File: src/rtl/xtea_pkg.sv
// shared types, constants and the round-sum helper for the xtea block cipher
// no dependencies; used by every module in rtl/
`default_nettype none

package xtea_pkg;

   localparam int unsigned WORD_WIDTH = 32;
   localparam int unsigned KEY_WORDS = 4;
   localparam int unsigned CSR_INDEX_WIDTH = 3;
   localparam int unsigned DEFAULT_ROUND_COUNT = 32;
   localparam logic [WORD_WIDTH-1:0] DELTA = 32'h9e37_79b9;

   // register indexes of the configuration port
   typedef enum logic [CSR_INDEX_WIDTH-1:0] {
      CSR_KEY_ZERO  = 3'd0,
      CSR_KEY_ONE   = 3'd1,
      CSR_KEY_TWO   = 3'd2,
      CSR_KEY_THREE = 3'd3
   } csr_index_type;

   typedef logic [KEY_WORDS-1:0][WORD_WIDTH-1:0] key_type;

   // one block on its way through the pipeline
   typedef struct packed {
      logic [WORD_WIDTH-1:0] low;
      logic [WORD_WIDTH-1:0] high;
      logic                  direction;
   } block_type;

   // delta times a round number, modulo 2^32
   function automatic logic [WORD_WIDTH-1:0] delta_times(input int unsigned count);
      logic [2*WORD_WIDTH-1:0] product;
      product = (2*WORD_WIDTH)'(DELTA) * (2*WORD_WIDTH)'(count);
      return product[WORD_WIDTH-1:0];
   endfunction

endpackage

`default_nettype wire

File: src/rtl/xtea_key_regs.sv
// 128-bit key register file written through the configuration port
// depends on xtea_pkg
`default_nettype none

module xtea_key_regs (
   input  wire logic                                 clock,
   input  wire logic                                 reset,
   input  wire logic                                 csr_write_enable,
   input  wire logic [xtea_pkg::CSR_INDEX_WIDTH-1:0] csr_index,
   input  wire logic [xtea_pkg::WORD_WIDTH-1:0]      csr_write_data,
   output xtea_pkg::key_type                         key
);

   xtea_pkg::key_type key_ff;
   xtea_pkg::key_type key_in;

   always_comb begin
      key_in = key_ff;
      if (csr_write_enable) begin
         unique case (xtea_pkg::csr_index_type'(csr_index))
            xtea_pkg::CSR_KEY_ZERO:  key_in[0] = csr_write_data;
            xtea_pkg::CSR_KEY_ONE:   key_in[1] = csr_write_data;
            xtea_pkg::CSR_KEY_TWO:   key_in[2] = csr_write_data;
            xtea_pkg::CSR_KEY_THREE: key_in[3] = csr_write_data;
            default:                 key_in = key_ff; // unused index, ignored
         endcase
      end
   end

   always_ff @(posedge clock) begin
      if (reset) begin
         key_ff <= '0;
      end else begin
         key_ff <= key_in;
      end
   end

   assign key = key_ff;

endmodule

`default_nettype wire

File: config.mk
export PLATFORM = sky130hd
export DESIGN_NAME = xtea_key_regs
export DESIGN_NICKNAME = d
export VERILOG_FILES = /design/src/rtl/xtea_pkg.sv /design/src/rtl/xtea_key_regs.sv
export SDC_FILE = /design/constraint.sdc
export NUM_CORES = 1
export LEC_CHECK = 0
export CORE_MARGIN = 2
export CORE_UTILIZATION = 52
export DETAILED_ROUTE_END_ITERATION = 6
export DONT_BUFFER_PORTS = 1
export PLACE_DENSITY = 0.71
export SETUP_SLACK_MARGIN = 0.02
export SLEW_MARGIN = 20
export SYNTH_ARGS = -nofsm -noshare
export SYNTH_HDL_FRONTEND = slang
export SYNTH_SLANG_ARGS = --single-unit
File: constraint.sdc
create_clock -name clock -period 1.7 [get_ports clock]
set_clock_uncertainty 0.05 [all_clocks]
set_input_delay 0.34 -clock clock [delete_from_list [all_inputs] [get_ports clock]]
set_output_delay 0.34 -clock clock [all_outputs]
set_load 0.01 [all_outputs]
==> out/qor.yml <==
logic_synthesis:
  ys_seq_area_frac: 0.506
  synth_common_cells: "160 x nand2b_1, 128 x dfxtp_1, 128 x mux2i_1, 17 x clkbuf_1, 12 x buf_2"
  ys_warn_count: 0
  yosysMostFrequentCell: "nand2b_1"
  syn_area_per_cell_um2: 11.2
  synth_nets: 492
  muxShareOfSynthArea: 0.253
  yosysTopAreaCell: "dfxtp_1"
  synth_fa_ha_area_frac: 0
  syn_area_um2: 5060
  yosys-top-cells-area: "dfxtp_1 51%, mux2i_1 25%, nand2b_1 20%"
  yosys.area_share.simple: 0.210
  synth_xor_area_frac: 0
  synth_top_family_by_area: "multiplexers"
  synthArstFlopShare: 0
  syn_inst: 454
  synthFlopType: "dfxtp_1"
  synth_cell_types: 11
  synth.ff_latch_count: 128
  synth_compound_area_frac: 0
  synth_top_area_frac: 0.506
  synth_edf_count: 0
floorplanning:
  die-height_um: 103
  initial_core_util: 0.528
  fp-row-count: 36
  core_area_um2: 9590
  die-area_um2: 10500
  ios: 166
  fp.dieW_um: 103
global_routing:
  overflow: 0
  antenna_found_initial: 0
  grt_pass1_vias: 3291
  grt_pass1_wl_um: 17100
  grt.total_usage: 0.212
  grt_max_degree: 105
sta:
  fin_crit_ns: 1.30
  setup_viol: 0
  period_share: 0.764
  hold_viol: 0
  tightest_slew_ns: 0.601
  holdWs_ns: 0.0270
  slew_headroom: 0.599
  timing.fmax_ghz: 0.770
  tns_ns: 0
  rsz0062_at_grt: "no"
  slew_violations: 0
finish:
  largest_reg_flops: 128
  layout-drive-gt1-share: 0.0814
  area_growth_pct: 17.4
  n_fill_cell: 793
  nNetsFinal: 506
  stdcell_count: 612
  diodes: 0
worst_setup_path:
  crit_type: "flop to flop"
  cp_slowest_cell: "dlygate4sd3_1"
  slowest_delay_ns: 0.56
  r2r_slack_ns: 0.40
  critPathBufInv: 1
  cp-end-kind: "flop"
  worstSetupStartpointType: "flop"
  path_cells: "nand2b_1, dlygate4sd3_1, mux2i_1"
  cp.arrival_ns: 1.68
  cp_max_fo: 2
  crit_family: "buffers and inverters"
  cp_data_required_time_ns: 2.08
clock_tree:
  cts.sinks: 128
  cts-root-buf: "clkbuf_8"
  numCtsBuffers: 17
  clock_path_buffers: 2
  cts.clk_slew.worst_paths_ns: 0.06
  clock_latency_ns: 0.49
  cts_tree: "done"
  cts_resized: 0
  htree_num_levels: 4
power_and_ir_drop:
  peakVddDrop_uv: 472
  cellPowerDensity_nw_per_um2: 1140
  power.leakage_nw: 2.63
  finalPower_w: 0.00676
run_status:
  status: "finished clean"
drt:
  viasPerCell: 5.30
  num_vias: 3243
  finalWirelength_um: 11400
  antenna_left: 0
  drcViolationCount: 0
  first_iter_violations: 76
  drt_pre_antenna_iters: 4
  wire_per_inst_um: 18.6
worst_hold_path:
  hp-class: "input port to flop"
place:
  io_buffers: 0
  hpwl_um: 6810
  gp_congestion: 0.768
  dp_cells: 560
flow_run:
  drv_cap: 0
-- path summary, 6_finish.rpt --
kind / cells after the start / startpoint / end
min: 2 / reset / key[46]
max: 3 / key[10] / key[10]
min reg2reg: 2 / key[60] / key[60]
max reg2reg: 3 / key[10] / key[10]
-- per-layer routing --
metal  global-route usage  vias to the layer above  wire length, µm
met5                    0                        -                0
li1                     -                     1527                -
met2                0.350                      115             5420
met4               0.0872                        0              244
met3               0.0868                       19             1010
met1                0.244                     1582             4690
-- stage by stage --
stage,cell area [µm²],setup WS (ns),util
after global placement,5170,0.221,0.539
after detailed placement,5170,0.218,0.539
after CTS,5940,0.374,0.620
after global routing,5940,0.323,0.620
after floorplan,5060,0.400,-
final,5940,0.401,0.620
-- cells in the final DEF (no fill, tap or decap), drive strengths merged --
cell / count
buf: 6
bufinv: 2
dlygate4sd3: 21
nor4b: 1
nand4bb: 2
nand2b: 160
dfxtp: 128
nor4bb: 1
clkinv: 7
or4b: 1
mux2i: 128
nand4b: 1
clkbuf: 18
clkinvlp: 3
-- kinds of logic after synthesis --
| kind of cell | count (synthesis) |
|---|---|
| mux | 128 |
| simple gates | 166 |
| flops | 128 |
| buf+inv | 32 |
-- where the power goes --
part,internal (W),switching [W]
sequential,0.00307,0.0000806
clock,0.00205,0.00126
combinational,0.000157,0.000145
total,0.00528,0.00148
-- layout make-up --
| class | count | area (µm²) | share of cell area |
|---|---|---|---|
| repair buffers | 27 | 300 | 0.0505 |
| clock buffers | 18 | 418 | 0.0703 |
| multi-input cells | 294 | 2380 | 0.400 |
| well taps | 133 | 166 | 0.0280 |
| clock inverters | 12 | 121 | 0.0204 |
| flip-flops and latches | 128 | 2560 | 0.431 |
-- repair_timing --
action	CTS	global route
endpoints found under the hold margin	124	0
buffers inserted	0	0
hold buffers	22	0
Power figures use the tool's default switching activity.
