<file path="src/rtl/xtea_pkg.sv">
// shared types, constants and the round-sum helper for the xtea block cipher
// no dependencies; used by every module in rtl/
`default_nettype none

package xtea_pkg;

   localparam int unsigned WORD_WIDTH = 32;
   localparam int unsigned KEY_WORDS = 4;
   localparam int unsigned CSR_INDEX_WIDTH = 3;
   localparam int unsigned DEFAULT_ROUND_COUNT = 32;
   localparam logic [WORD_WIDTH-1:0] DELTA = 32'h9e37_79b9;

   // register indexes of the configuration port
   typedef enum logic [CSR_INDEX_WIDTH-1:0] {
      CSR_KEY_ZERO  = 3'd0,
      CSR_KEY_ONE   = 3'd1,
      CSR_KEY_TWO   = 3'd2,
      CSR_KEY_THREE = 3'd3
   } csr_index_type;

   typedef logic [KEY_WORDS-1:0][WORD_WIDTH-1:0] key_type;

   // one block on its way through the pipeline
   typedef struct packed {
      logic [WORD_WIDTH-1:0] low;
      logic [WORD_WIDTH-1:0] high;
      logic                  direction;
   } block_type;

   // delta times a round number, modulo 2^32
   function automatic logic [WORD_WIDTH-1:0] delta_times(input int unsigned count);
      logic [2*WORD_WIDTH-1:0] product;
      product = (2*WORD_WIDTH)'(DELTA) * (2*WORD_WIDTH)'(count);
      return product[WORD_WIDTH-1:0];
   endfunction

endpackage

`default_nettype wire

</file>
<file path="src/rtl/xtea_half_round.sv">
// one registered feistel half-round with valid/stall flow control
// depends on xtea_pkg
`default_nettype none

module xtea_half_round #(
   parameter logic [xtea_pkg::WORD_WIDTH-1:0] ENC_SUM = '0,
   parameter logic [xtea_pkg::WORD_WIDTH-1:0] DEC_SUM = '0,
   parameter bit                              FIRST_HALF = 1'b1
) (
   input  wire logic          clock,
   input  wire logic          reset,
   input  wire xtea_pkg::key_type key,
   input  wire logic          up_valid,
   input  wire xtea_pkg::block_type up_block,
   output logic               up_stall,
   output logic               dn_valid,
   output xtea_pkg::block_type dn_block,
   input  wire logic          dn_stall
);

   logic                  valid_ff;
   logic                  valid_in;
   xtea_pkg::block_type   block_ff;
   xtea_pkg::block_type   block_in;
   logic                  load;
   logic                  update_low;
   logic [xtea_pkg::WORD_WIDTH-1:0] sum;
   logic [1:0]            key_sel;
   logic [xtea_pkg::WORD_WIDTH-1:0] src;
   logic [xtea_pkg::WORD_WIDTH-1:0] dst;
   logic [xtea_pkg::WORD_WIDTH-1:0] mix;
   logic [xtea_pkg::WORD_WIDTH-1:0] result;

   // stage holds while it is full and the next one stalls
   assign up_stall = valid_ff & dn_stall;
   assign load     = ~up_stall;

   always_comb begin
      // encipher updates low on the first half, decipher on the second
      update_low = (up_block.direction == 1'b0) == FIRST_HALF;
      sum        = up_block.direction ? DEC_SUM : ENC_SUM;
      key_sel    = update_low ? sum[1:0] : sum[12:11];
      src        = update_low ? up_block.high : up_block.low;
      dst        = update_low ? up_block.low : up_block.high;
      mix        = (((src << 4) ^ (src >> 5)) + src) ^ (sum + key[key_sel]);
      result     = up_block.direction ? (dst - mix) : (dst + mix);

      block_in = up_block;
      if (update_low) begin
         block_in.low = result;
      end else begin
         block_in.high = result;
      end
      valid_in = load ? up_valid : valid_ff;
   end

   always_ff @(posedge clock) begin
      if (reset) begin
         valid_ff <= 1'b0;
      end else begin
         valid_ff <= valid_in;
      end
   end

   always_ff @(posedge clock) begin
      if (load && up_valid) begin
         block_ff <= block_in;
      end
   end

   assign dn_valid = valid_ff;
   assign dn_block = block_ff;

endmodule

`default_nettype wire

</file>
<file path="config.mk">
export PLATFORM = sky130hd
export DESIGN_NAME = xtea_half_round
export DESIGN_NICKNAME = d
export VERILOG_FILES = /design/src/rtl/xtea_pkg.sv /design/src/rtl/xtea_half_round.sv
export SDC_FILE = /design/constraint.sdc
export NUM_CORES = 1
export LEC_CHECK = 0
export BUFFER_PORTS_ARGS = -buffer_cell sky130_fd_sc_hd__buf_2
export CORE_MARGIN = 4
export CORE_UTILIZATION = 50
export CTS_CLUSTER_DIAMETER = 30
export DETAILED_ROUTE_END_ITERATION = 8
export PLACE_DENSITY = 0.79
export SLEW_MARGIN = 20
export SYNTH_ARGS = -nofsm -noshare
export SYNTH_HDL_FRONTEND = slang
export SYNTH_SLANG_ARGS = --single-unit
</file>
<file path="constraint.sdc">
create_clock -name clock -period 19.3 [get_ports clock]
set_input_delay 0.965 -clock clock [delete_from_list [all_inputs] [get_ports clock]]
set_output_delay 0.965 -clock clock [all_outputs]
set_load 0.1 [all_outputs]
</file>
==> results.cfg <==
[global_routing]
grt_max_degree = 82
grt_pass1_vias = 6833
grt_pass1_wl_um = 33900
grt_overflow = 0
grt_use_total_pct = 23.1
antenna_found_initial = 1

[power_and_ir_drop]
ir_drop_mv = 0.0917
power_mw = 1.37
p_switching_mw = 0.753
p_comb_share_pct = 72.0
clkPwrFrac_pct = 11.4
power.internal_mw = 0.617
powerDensity_nw_per_um2 = 147
swShare_pct = 55.0
leakagePower_nw = 4.14
p_seq_share_pct = 16.6

[cts]
cts_max_path_buffers = 2
cts_setup_buffers = 0
insertion_delay_ns = 0.33
path_clk_slew_ns = 0.05
cts_tree = built
cts_buffers = 9
cts_resized = 0
cts_root_buf = clkbuf_16
hold_buffers = 0
clkSinkCount = 66
ctsHtreeMaxLevel = 3

[yosys]
netlist_area_sq_um = 8020
synth_nets = 1206
synth_area_per_cell_sq_um = 8.52
synth_edf_count = 65
synthCells = 941
ys_seq_area_share_pct = 24.6
ys_ff_latch = 66
async_reset_ff_share_pct = 0
yosysWarnings = 0
yosys.cell_types.count = 69
synth_top_flop_cell = edfxtp_1

[detailed_routing]
wl_met2_um = 9180
drt_iter0_drc = 592
ant_nets = 0
drt-met1-wl_um = 10200
route.met3.wl_um = 1630
viasPerCell = 5.72
wl_per_cell_um = 16.3
drt_wl_total_um = 21400
drcViolationCount = 0
vias = 7498
firstDrtPassIters = 6
routed.top_layer = met4

[timing]
finalSetupViolations = 0
hold_viol_final = 0
finClkSkew_ns = 0.00539
min_period_over_period_pct = 43.1
maxSlewViolCount = 0
finalSetupTns_ns = 0
tightest_slew_ns = 0.813
timing.fmax_mhz = 120
whs_ns = 0.677
rsz0062_at_grt = no
min_period_ns = 8.33
relSlewSlack_pct = 45.8
layout_setup_ws_ns = 10.97

[placement]
dp.cells = 1293
portBuffers = 167
placed_cell_area_sq_um = 9020
hpwl_um = 17600
pre_cts_slack_ns = 10.78
gp_congestion = 0.972

[finish]
fin_nets = 1353
instances_no_fill = 1310
drive_gt1_share_pct = 21.1
final_common_cell = buf_2
design_area_sq_um = 9310
final_cell_mix = 166 x buf_2, 93 x nand2_1, 78 x xnor2_1, 72 x a21oi_1, 67 x o21ai_0
syn_to_final_growth_pct = 16.1
fin_util_pct = 58.8

[floorplan]
coreArea_sq_um = 15800
die-area_sq_um = 18100
die_y_um = 135
die_x_um = 135
start_util_pct = 50.7
num_rows = 46
io_pins = 264

[status]
outcome = completed

[min_path]
hold_path_class = reg -> reg
min_from = dn_valid

[critical_path]
crit_required_ns = 19.38
r2r-start = dn_valid
worst-path-max-fanout = 81
endpoint_kind = flip-flop
critPathLaunch = up_block[0]
path_class = in -> reg
worst_ep_arrival_time_ns = 8.41
startpoint_type = input pin

[flow_run]
drv_cap = 0
logic make-up after synthesis:
family / after synthesis / share of synthesized area [%]
buffers and inverters: 66 / 3.20
muxes: 41 / 5.68
xor gates and xnor gates: 141 / 16.5
adders and majority gates: 68 / 10.8
AOI/OAI and AO/OA: 284 / 22.5
DFF: 66 / 24.6
and+or+nand+nor: 275 / 16.7
critical path, stage by stage:
cell and delay, ns:
buf_4 0.53, buf_4 0.73, nand2_1 0.27, o21ai_0 0.26, ha_1 0.26, nand3_1 0.11, a21oi_1 0.22, o21ai_1 0.12
o32a_1 0.47, o21a_1 0.30, o311ai_2 0.40, and4bb_1 0.31, nand3_1 0.21, o21ai_1 0.23, xnor2_1 0.10, ha_1 0.40
nand4_1 0.18, or4b_2 0.69, nand2_1 0.09, a21oi_1 0.06, a22o_1 0.28, o21ai_1 0.28, o221ai_1 0.21, xnor3_1 0.41
mux2_2 0.27
synth_stat cells (4+ instances only):
master / number / area [sq um]
o21a_1: 9 / 67.6
nand4_1: 10 / 62.6
buf_1: 9 / 33.8
a21oi_1: 72 / 360
edfxtp_1: 65 / 1950
a31oi_1: 14 / 87.6
mux2_2: 36 / 405
xnor3_1: 6 / 135
o21bai_1: 21 / 158
o211ai_1: 9 / 67.6
inv_1: 31 / 116
nor3_1: 17 / 85.1
ha_1: 66 / 826
o31ai_1: 8 / 60.1
and2_1: 11 / 68.8
a41oi_1: 4 / 35.0
nand3_1: 15 / 75.1
nor2_1: 59 / 221
nand2b_1: 16 / 100
mux2i_1: 5 / 50.1
a211o_1: 4 / 35.0
or3_1: 10 / 62.6
nor2b_1: 21 / 131
xnor2_1: 78 / 683
o21ai_0: 67 / 335
a21o_1: 33 / 248
xor2_1: 56 / 490
clkbuf_1: 23 / 86.3
nand2_1: 93 / 349
a211oi_1: 6 / 45.0
o21ai_1: 10 / 50.1
and3_1: 8 / 50.1
per-layer routing:
metal  global-route usage [%]  vias up
met5                        0        -
met4                     6.00        0
met3                     2.68       24
met2                     34.5      294
met1                     35.3     3439
li1                         -     3741
registers in the layout, summed over array words and instances, names as in the netlist:
register  cells
dn_block     65
dn_valid      1
power groups by stage:
stage / clock network (mW) / registers [mW] / logic, mW
detailed placement: 0 / 0.230 / 0.970
global route: 0.165 / 0.230 / 1.07
finish: 0.156 / 0.227 / 0.987
CTS: 0.160 / 0.228 / 0.975
floorplan: 0 / 0.506 / 0.521
global placement: 0 / 0.230 / 0.952
final timing paths:
path / to / slack, ns / cells past startpoint
hold reg to reg: dn_valid / 0.68 / 3
setup reg to reg: dn_block[29] / 17.68 / 3
setup / recovery: dn_block[32] / 10.97 / 25
hold / removal: dn_valid / 0.68 / 3
final cells by class:
| cell class | instances | area, sq um |
|---|---|---|
| diodes | 1 | 2.50 |
| flip-flops and latches | 66 | 1970 |
| repair buffers | 170 | 861 |
| well taps | 216 | 270 |
| clock inverters | 5 | 55.1 |
| inverters | 32 | 120 |
| clock buffers | 11 | 233 |
| multi-input cells | 809 | 5800 |
| fillers | 1404 | 6520 |
No activity file was read; power rests on OpenSTA's default activity.
